<file path="config.mk">
export PLATFORM = sky130hd
export DESIGN_NAME = lprtc_crop
export DESIGN_NICKNAME = d
export VERILOG_FILES = /design/src/sv/lprtc_pkg.sv /design/src/sv/lprtc_crop.sv
export SDC_FILE = /design/constraint.sdc
export NUM_CORES = 1
export LEC_CHECK = 0
export BUFFER_PORTS_ARGS = -buffer_cell sky130_fd_sc_hd__buf_2
export CORE_ASPECT_RATIO = 1.2
export CORE_MARGIN = 3
export CORE_UTILIZATION = 25
export DETAILED_ROUTE_END_ITERATION = 10
export GPL_ROUTABILITY_DRIVEN = 0
export MAX_ROUTING_LAYER = met4
export PLACE_DENSITY = 0.49
export SYNTH_ARGS = -nofsm -noshare
export SYNTH_HDL_FRONTEND = slang
export SYNTH_SLANG_ARGS = --single-unit
</file>
<file path="constraint.sdc">
create_clock -name clk -period 3.65 [get_ports clk]
set_input_delay 0.365 -clock clk [delete_from_list [all_inputs] [get_ports clk]]
set_output_delay 0.365 -clock clk [all_outputs]
set_load 0.01 [all_outputs]
</file>
<file path="src/sv/lprtc_pkg.sv">
package lprtc_pkg;

  localparam int COORD_BITS      = 18;
  localparam int RING_COUNT      = 16;
  localparam int COEFF_FRAC_BITS = 16;

  localparam int COORD_W  = COORD_BITS;
  localparam int COEFF_W  = COEFF_FRAC_BITS + 4;
  localparam int PROD_W   = COORD_W + COEFF_W;
  localparam int ACC_W    = PROD_W + 2;
  localparam int SUM_W    = ACC_W - COEFF_FRAC_BITS + 1;
  localparam int R2_W     = 2 * COORD_W;
  localparam int Z2_W     = 2 * COORD_W - 1;
  localparam int TAN_W    = 21;
  localparam int TAN_FRAC = 24;
  localparam int TAN_N    = 9;
  localparam int PP_W     = COORD_W + TAN_W;
  localparam int CMP_W    = Z2_W + TAN_FRAC;
  localparam int RING_W     = $clog2(RING_COUNT);
  localparam int RING_IDX_W = RING_W + 1;
  localparam int CFG_IDX_W  = 2;
  localparam int CFG_W      = COORD_W;
  localparam int HALF_W     = COORD_W - 1;
  localparam int STAGES     = 5;
  localparam int TRANS_COL  = 3;

  typedef logic signed [COORD_W-1:0] coord_t;
  typedef logic signed [COEFF_W-1:0] coeff_t;
  typedef logic signed [PROD_W-1:0]  prod_t;
  typedef logic signed [ACC_W-1:0]   acc_t;
  typedef logic signed [SUM_W-1:0]   sum_t;
  typedef logic [TAN_W-1:0]          tan_t;
  typedef logic [CFG_W-1:0]          cfg_data_t;

  typedef struct packed {
    logic s2;
    logic s3;
    logic s4;
  } stage_en_t;

  typedef struct packed {
    logic [RING_W-1:0] ring;
    logic              drop;
  } elev_res_t;

  localparam logic [CFG_IDX_W-1:0] CFG_NEAR_X   = 2'd0;
  localparam logic [CFG_IDX_W-1:0] CFG_FAR_X    = 2'd1;
  localparam logic [CFG_IDX_W-1:0] CFG_HALF_Y   = 2'd2;
  localparam logic [CFG_IDX_W-1:0] CFG_CEILING  = 2'd3;

  localparam coord_t              NEAR_X_RESET  = coord_t'(500);
  localparam coord_t              FAR_X_RESET   = coord_t'(20000);
  localparam logic [HALF_W-1:0]   HALF_Y_RESET  = HALF_W'(12000);
  localparam coord_t              CEILING_RESET = coord_t'(-1300);

  localparam coord_t COORD_MAX   = coord_t'(2 ** (COORD_W - 1) - 1);
  localparam coord_t COORD_MIN   = coord_t'(-(2 ** (COORD_W - 1)));
  localparam sum_t   COORD_MAX_S = sum_t'(2 ** (COORD_W - 1) - 1);
  localparam sum_t   COORD_MIN_S = sum_t'(-(2 ** (COORD_W - 1)));
  localparam acc_t   ROUND_HALF  = acc_t'(1) << (COEFF_FRAC_BITS - 1);
  localparam logic [RING_W-1:0] RING_MID = RING_W'(RING_COUNT / 2);

  // Squared tangent of the even boundary angles 2, 4, ... 18 degrees, scaled by 2^24.
  localparam tan_t TAN_SQ [TAN_N] = '{
    tan_t'(20459),   tan_t'(82037),   tan_t'(185336),
    tan_t'(331379),  tan_t'(521624),  tan_t'(758000),
    tan_t'(1042946), tan_t'(1379472), tan_t'(1771218)
  };

  // Calibration in millionths, left sensor first, rows of three coefficients and a translation.
  localparam int CALIB_MICRO [24] = '{
    115046, -993042, 25125, -321385,
    735849, 102186, 669391, 678507,
    -667301, -58523, 742485, -354922,
    -34197, 999413, 2200, -342517,
    -759464, -24556, -650086, -759176,
    -649650, -23902, 759857, -323078
  };

  function automatic coeff_t calib_entry(input int idx);
    longint mag;
    longint q;
    mag = (CALIB_MICRO[idx] < 0) ? -longint'(CALIB_MICRO[idx]) : longint'(CALIB_MICRO[idx]);
    if (idx % 4 == TRANS_COL) begin
      q = (mag + 500) / 1000;
    end else begin
      q = ((mag << COEFF_FRAC_BITS) + 500000) / 1000000;
    end
    return (CALIB_MICRO[idx] < 0) ? coeff_t'(-q) : coeff_t'(q);
  endfunction

  localparam coeff_t CALIB [2][3][4] = '{
    '{
      '{calib_entry(0),  calib_entry(1),  calib_entry(2),  calib_entry(3)},
      '{calib_entry(4),  calib_entry(5),  calib_entry(6),  calib_entry(7)},
      '{calib_entry(8),  calib_entry(9),  calib_entry(10), calib_entry(11)}
    },
    '{
      '{calib_entry(12), calib_entry(13), calib_entry(14), calib_entry(15)},
      '{calib_entry(16), calib_entry(17), calib_entry(18), calib_entry(19)},
      '{calib_entry(20), calib_entry(21), calib_entry(22), calib_entry(23)}
    }
  };

endpackage

</file>
<file path="src/sv/lprtc_crop.sv">
module lprtc_crop (
  input  logic                                clk,
  input  logic                                rst,
  input  logic                                cfg_write_enable,
  input  logic [lprtc_pkg::CFG_IDX_W-1:0]     cfg_index,
  input  lprtc_pkg::cfg_data_t                cfg_data,
  input  lprtc_pkg::coord_t                   tx,
  input  lprtc_pkg::coord_t                   ty,
  input  lprtc_pkg::coord_t                   tz,
  output logic                                keep
);
  import lprtc_pkg::*;

  coord_t              near_x_limit;
  coord_t              far_x_limit;
  logic [HALF_W-1:0]   half_width_y;
  coord_t              height_ceiling_z;
  logic [COORD_W-1:0]  ay;

  always_ff @(posedge clk) begin
    if (rst) begin
      near_x_limit     <= NEAR_X_RESET;
      far_x_limit      <= FAR_X_RESET;
      half_width_y     <= HALF_Y_RESET;
      height_ceiling_z <= CEILING_RESET;
    end else if (cfg_write_enable) begin
      unique case (cfg_index)
        CFG_NEAR_X:  near_x_limit     <= cfg_data;
        CFG_FAR_X:   far_x_limit      <= cfg_data;
        CFG_HALF_Y:  half_width_y     <= cfg_data[HALF_W-1:0];
        CFG_CEILING: height_ceiling_z <= cfg_data;
        default: ;
      endcase
    end
  end

  always_comb begin
    ay   = ty[COORD_W-1] ? COORD_W'(-ty) : COORD_W'(ty);
    keep = (tx > near_x_limit) && (tx < far_x_limit)
        && (ay < {1'b0, half_width_y}) && (tz < height_ceiling_z);
  end

endmodule

</file>
==> insert_results.sql, run 1 <==
INSERT INTO impl_metrics (metric_group, metric, value, unit) VALUES
('synth', 'post_synth_instance_area', '4540', 'µm²'),
('global_routing', 'grt_pass1_wl', '21.2', 'mm'),
('global_routing', 'grt_antenna_before_repair', '0', ''),
('power', 'leakage_power_summed_over_all_cells', '0.00258', 'µW'),
('die', 'overall_die_area', '19800', 'µm²'),
('clocking', 'postCtsSetupRepairBufs', '0', ''),
('synth', 'synthCells', '584', ''),
('die', 'placement_rows', '53', ''),
('detailed_routing', 'routed_wire_length_per_instance', '14.8', 'µm'),
('power', 'vdd_drop_max', '0.000206', 'V'),
('die', 'chipWidth', '129', 'µm'),
('global_routing', 'grt_met3_use', '2.71', '%'),
('timing', 'finalSetupViolations', '1', ''),
('placement', 'post-place-ws', '-0.310', 'ns'),
('synth', 'synth_edf_count', '0', ''),
('placement', 'placed_cell_area', '5280', 'µm²'),
('detailed_routing', 'postRouteAntennaNets', '0', ''),
('critical_path', 'worstPathRequired', '3.28', 'ns'),
('final_layout', 'nets', '816', ''),
('final_layout', 'area_growth', '24.3', '%'),
('global_routing', 'top_usage_layer', 'met2', ''),
('synth', 'seq_area_frac_synth', '31.3', '%'),
('timing', 'post-route-worst-setup-slack', '-0.108', 'ns'),
('placement', 'io_buffers', '77', ''),
('global_routing', 'grt_max_degree', '38', ''),
('synth', 'synth.largest_area_cell', 'dfxtp_1', ''),
('die', 'initial_utilization', '25.7', '%'),
('global_routing', 'first_global_vias', '4023', ''),
('synth', 'ys.flop_type', 'dfxtp_1', ''),
('synth', 'ys.warnings.count', '0', ''),
('die', 'num_io_pins', '78', ''),
('run_status', 'run_status', 'finished with violations', ''),
('synth', 'yosys-top-cells-count', 'nand2_1, inv_1, dfxtp_1', ''),
('critical_path', 'critical_path.max_fanout', '2', ''),
('global_routing', 'grt_met1_use', '18.5', '%'),
('flow_run', 'max_cap_viol_count', '0', ''),
('detailed_routing', 'vias', '4109', ''),
('placement', 'detailed_place_hpwl', '10.4', 'mm'),
('detailed_routing', 'drt-initial-drc-count', '191', ''),
('final_layout', 'num_antenna_cells', '0', ''),
('timing', 'final.min_clock_period', '3.76', 'ns'),
('synth', 'yosys.area.top_type_share', '31.3', '%'),
('global_routing', 'globalRouteMet2Util', '23.1', '%'),
('synth', 'synth.area.top_cells', 'dfxtp_1, ha_1, nand2_1', ''),
('synth', 'post_synth.cell_area_avg', '7.77', 'µm²'),
('synth', 'synthMostInstantiatedCell', 'nand2_1', ''),
('synth', 'synth_fp_nets', '730', ''),
('timing', 'final.setup_skew', '0', 'ns'),
('timing', 'worstMarginPinSlew', '1.13', 'ns'),
('detailed_routing', 'route.final.wire_length', '13.3', 'mm'),
('detailed_routing', 'route.detailed.vias_per_inst', '4.59', ''),
('synth', 'yosys.cell_types.count', '43', ''),
('global_routing', 'grt_use_total', '14.3', '%'),
('clocking', 'path_clk_slew', '0.05', 'ns'),
('timing', 'rsz0062_at_grt', 'yes', ''),
('clocking', 'tritoncts_clock_tree', 'done', ''),
('run_status', 'failed_checks', 'negative setup slack', ''),
('critical_path', 'timing_worst_setup_path_type', 'in2out', ''),
('clocking', 'cts.sinks', '71', ''),
('synth', 'async_reset_ff_share', '0', '%'),
('clocking', 'cts_h_tree_depth', '3', ''),
('global_routing', 'grt_overflow', '0', ''),
('critical_path', 'critical_path.endpoint_type', 'primary output', ''),
('power', 'power_per_cell_area', '383', 'nW/µm²'),
('critical_path', 'worst_ep_arrival_time', '3.39', 'ns'),
('die', 'die_y', '154', 'µm'),
('timing', 'slew_headroom', '24.6', '%'),
('timing', 'max_freq', '0.266', 'GHz'),
('detailed_routing', 'drt_pre_antenna_iters', '4', ''),
('clocking', 'root_buffer_cell', 'clkbuf_16', ''),
('die', 'placeableCoreArea', '17600', 'µm²'),
('timing', 'slew_viol_final', '0', ''),
('final_layout', 'finish.instance_area', '5640', 'µm²'),
('clocking', 'worst_skew_pair_latency', '0.34', 'ns'),
('clocking', 'ctsLongestPathBuffers', '2', ''),
('detailed_routing', 'drc_violations_left', '0', ''),
('critical_path', 'startpoint_type', 'primary input', ''),
('hold_path', 'worstHoldPathType', 'in2reg', ''),
('timing', 'final_hold_violation_count', '0', ''),
('clocking', 'numCtsBuffers', '9', ''),
('final_layout', 'drive_gt1_share', '19.0', '%'),
('timing', 'layout_worst_path_cycle_share', '103', '%'),
('synth', 'synth_seq_cells', '71', '');
final timing paths:
kind                                    start                                end  slack, ns  depth (start not counted)
max                                     ty[9]                               keep      -0.11                         14
min                              cfg_data[17]  height_ceiling_z[17]$_SDFFE_PP1P_       0.31                          2
max reg2reg  height_ceiling_z[7]$_SDFFE_PP1P_   height_ceiling_z[7]$_SDFFE_PP1P_       2.80                          3
min reg2reg       far_x_limit[7]$_SDFFE_PP0P_        far_x_limit[7]$_SDFFE_PP0P_       0.45                          2
layer usage:
| layer | part of all wire (%) | wire, µm |
|---|---|---|
| met2 | 49 | 6480 |
| met3 | 4.1 | 540 |
| met4 | 0.99 | 132 |
| met5 | 0 | 0 |
| met1 | 46 | 6130 |
power breakdown:
group,total (µW),leakage (µW),internal (µW),switching (µW)
combinational,373,0.00184,165,208
clock,969,0.000160,635,334
sequential,820,0.000580,807,12.4
total,2160,0.00258,1610,555
critical path, stage by stage:
cell      delay (ns)
buf_6           0.09
or4_4           0.52
or4_4           0.43
or2_4           0.26
o31ai_4         0.17
xnor2_1         0.16
ha_1            0.28
a221oi_2        0.22
buf_4           0.14
nand4_1         0.08
nand4b_1        0.22
nor4_2          0.20
buf_4           0.17
buf_6           0.09
stage by stage:
| step | instances | setup TNS [ns] | hold slack (ns) | total power [µW] | utilization [%] |
|---|---|---|---|---|---|
| finish | 895 | -0.108 | 0.312 | 2160 | 32.0 |
| global placement | 879 | -0.252 | 0.442 | 1210 | 29.9 |
| CTS | 895 | -0.142 | 0.295 | 2190 | 31.9 |
| floorplan | 584 | 0 | 0.432 | 1060 | - |
| detailed placement | 879 | -0.310 | 0.448 | 1210 | 29.9 |
| global route | 895 | -0.227 | 0.318 | 2280 | 32.0 |
flip-flops by register name (all words and copies together) (netlist names):
register and flops:
far_x_limit 18, half_width_y 17, height_ceiling_z 18, near_x_limit 18
cells by family (layout without fill, tap and decap cells):
kind of cell	after synthesis	after routing	synth area share, %
buffers and inverters	98	189	8.11
AO/OA/AOI/OAI	126	126	17.5
XOR/XNOR	15	15	2.90
flip-flops	71	71	31.3
AND/OR/NAND/NOR	205	205	21.1
adder cells (fa/ha/maj)	69	69	19.0
area by class of cell:
| class | instances | area, µm² |
|---|---|---|
| flip-flops and latches | 71 | 1420 |
| clock buffers | 13 | 260 |
| repair buffers | 98 | 556 |
| multi-input cells | 415 | 2780 |
| clock inverters | 3 | 65.1 |
| well taps | 220 | 275 |
| fillers | 1943 | 12000 |
| inverters | 75 | 282 |
cell usage in the layout, fill, tap and decap left out, drive strengths merged, types with 14 or more instances in the layout:
cell type | synthesis | routed
dfxtp | 71 | 71
inv | 75 | 75
nor2 | 25 | 25
nand2 | 117 | 117
o21ai | 14 | 14
buf | 3 | 98
a21oi | 63 | 63
a211o | 19 | 19
ha | 69 | 69
xnor2 | 15 | 15
what timing repair did:
| action | 4_1_cts | 5_1_grt |
|---|---|---|
| hold buffers | 0 | 0 |
| endpoints found under the setup margin | 1 | 1 |
| gates resized for setup | 6 | 2 |
| hold endpoints to repair | 0 | 0 |
Note: power is estimated with default switching activity, not from simulation.
==> run 2: changes to the inputs <==
Settings changed: PLACE_DENSITY 0.49 to not set, REMOVE_ABC_BUFFERS set to 1.
==> insert_results.sql, run 2 (synthesized netlist as in run 1, its figures left out) <==
INSERT INTO impl_metrics (metric_group, metric, value, unit) VALUES
('run_status', 'run_status', 'finished with violations', ''),
('flow_run', 'max_cap_viol_count', '0', ''),
('global_routing', 'grt_use_total', '13.0', '%'),
('final_layout', 'largest_registers', 'far_x_limit: 18 flops, height_ceiling_z: 18 flops, near_x_limit: 18 flops', ''),
('critical_path', 'r2r_setup_slack', '2.85', 'ns'),
('critical_path', 'worstPathRequired', '3.28', 'ns'),
('final_layout', 'area_growth', '23.6', '%'),
('clocking', 'cts_h_tree_depth', '3', ''),
('timing', 'tns', '-0.0844', 'ns'),
('timing', 'final_hold_violation_count', '0', ''),
('timing', 'layout_worst_path_cycle_share', '102', '%'),
('die', 'chipWidth', '129', 'µm'),
('detailed_routing', 'routed_wire_length_per_instance', '13.9', 'µm'),
('clocking', 'cts.sinks', '71', ''),
('power', 'vdd_drop_max', '0.000268', 'V'),
('timing', 'finalSetupViolations', '1', ''),
('final_layout', 'nets', '814', ''),
('clocking', 'numCtsBuffers', '9', ''),
('timing', 'final.setup_skew', '0', 'ns'),
('critical_path', 'timing_worst_setup_path_type', 'in2out', ''),
('timing', 'slew_viol_final', '0', ''),
('detailed_routing', 'drc_violations_left', '0', ''),
('power', 'power_frac_comb', '18.0', '%'),
('detailed_routing', 'drt-initial-drc-count', '206', ''),
('critical_path', 'critical_path.max_fanout', '2', ''),
('detailed_routing', 'drt_pre_antenna_iters', '4', ''),
('global_routing', 'grt_pass1_wl', '19.9', 'mm'),
('clocking', 'path_clk_slew', '0.05', 'ns'),
('critical_path', 'startpoint_type', 'primary input', ''),
('timing', 'worstMarginPinSlew', '1.17', 'ns'),
('final_layout', 'post_layout_nonfiller_instances', '895', ''),
('clocking', 'ctsLongestPathBuffers', '2', ''),
('final_layout', 'mostFrequentLayoutCells', 'nand2_1, inv_1, buf_2', ''),
('die', 'die_y', '154', 'µm'),
('global_routing', 'grt_max_degree', '63', ''),
('critical_path', 'critical_path.endpoint_type', 'primary output', ''),
('detailed_routing', 'vias', '4138', ''),
('power', 'net-switching-power', '539', 'µW'),
('detailed_routing', 'route.final.wire_length', '12.4', 'mm'),
('detailed_routing', 'route.detailed.vias_per_inst', '4.62', ''),
('placement', 'io_buffers', '77', ''),
('critical_path', 'worst_ep_arrival_time', '3.37', 'ns'),
('timing', 'slew_headroom', '22.2', '%'),
('power', 'switching_share', '26.2', '%'),
('final_layout', 'drive_gt1_share', '18.7', '%'),
('die', 'overall_die_area', '19800', 'µm²'),
('die', 'placement_rows', '53', ''),
('global_routing', 'first_global_vias', '4008', ''),
('clocking', 'worst_skew_pair_latency', '0.33', 'ns'),
('placement', 'placed_cells_incl_taps', '877', ''),
('timing', 'rsz0062_at_grt', 'yes', ''),
('run_status', 'failed_checks', 'negative setup slack', ''),
('timing', 'max_freq', '0.268', 'GHz'),
('global_routing', 'grt_antenna_before_repair', '2', ''),
('power', 'cell_internal_pwr', '1520', 'µW'),
('power', 'seq_power_share', '39.9', '%'),
('hold_path', 'worstHoldPathType', 'in2reg', ''),
('global_routing', 'grt_overflow', '0', ''),
('detailed_routing', 'postRouteAntennaNets', '0', ''),
('clocking', 'tritoncts_clock_tree', 'done', ''),
('die', 'num_io_pins', '78', ''),
('power', 'leakage_power_summed_over_all_cells', '0.00257', 'µW'),
('final_layout', 'most_common_cell_after_layout_fill_and_taps_aside', 'nand2_1', ''),
('die', 'initial_utilization', '25.7', '%'),
('timing', 'post-route-worst-setup-slack', '-0.0844', 'ns'),
('placement', 'post-place-ws', '-0.192', 'ns'),
('timing', 'final.min_clock_period', '3.73', 'ns'),
('placement', 'detailed_place_hpwl', '9.71', 'mm'),
('clocking', 'root_buffer_cell', 'clkbuf_16', ''),
('die', 'placeableCoreArea', '17600', 'µm²'),
('clocking', 'postCtsSetupRepairBufs', '0', ''),
('power', 'power.share.clock', '42.1', '%'),
('power', 'power_per_cell_area', '367', 'nW/µm²');
==> run 2: area by class of cell <==
cell class / instances / area [µm²]
fillers: 1945 / 12000
multi-input cells: 415 / 2780
well taps: 220 / 275
clock buffers: 12 / 246
clock inverters: 4 / 45.0
diodes: 2 / 5.00
repair buffers: 96 / 547
flip-flops and latches: 71 / 1420
inverters: 75 / 282
==> run 2: final timing paths <==
| check | from | endpoint | cells after the start |
|---|---|---|---|
| worst max-delay path | ty[9] | keep | 14 |
| worst min-delay path | cfg_data[17] | height_ceiling_z[17]$_SDFFE_PP1P_ | 2 |
| worst max register to register | near_x_limit[4]$_SDFFE_PP1P_ | near_x_limit[4]$_SDFFE_PP1P_ | 3 |
| worst min register to register | far_x_limit[1]$_SDFFE_PP0P_ | far_x_limit[1]$_SDFFE_PP0P_ | 2 |
==> run 2: critical path, stage by stage <==
cell and delay, ns:
buf_6 0.09, or4_4 0.52, or4_4 0.44, or2_4 0.26, o31ai_4 0.20, xnor2_2 0.09
ha_1 0.33, a221oi_2 0.22, buf_4 0.15, nand4_1 0.08, nand4b_1 0.20, nor4_2 0.17
buf_4 0.17, buf_6 0.09
==> run 2: repair_timing <==
item                       in CTS  in global routing
pin swaps                       0                  1
hold buffers                    0                  0
resized for setup               5                  5
setup endpoints to repair       1                  1
==> run 2: metrics by stage <==
step	hold WS, ns	instance area [µm²]	power, µW	util [%]
final	0.283	5610	2060	31.8
after global routing	0.288	5610	2170	31.8
after CTS	0.278	5570	2080	31.6
after detailed placement	0.446	5260	1200	29.8
after global placement	0.441	5260	1200	29.8
after floorplan	0.426	4450	1040	-
==> run 2: power groups by stage <==
stage,registers (µW),clock network [µW],logic [µW]
global route,824,915,427
global placement,837,0,361
floorplan,834,0,209
detailed placement,837,0,366
CTS,821,884,372
finish,820,865,371
==> run 2: layer usage <==
metal,routed length (µm),GRT usage [%],part of all wire [%]
met1,5610,16.6,45
met2,5960,20.9,48
met3,621,2.54,5.0
met4,254,4.00,2.0
met5,0,-,0
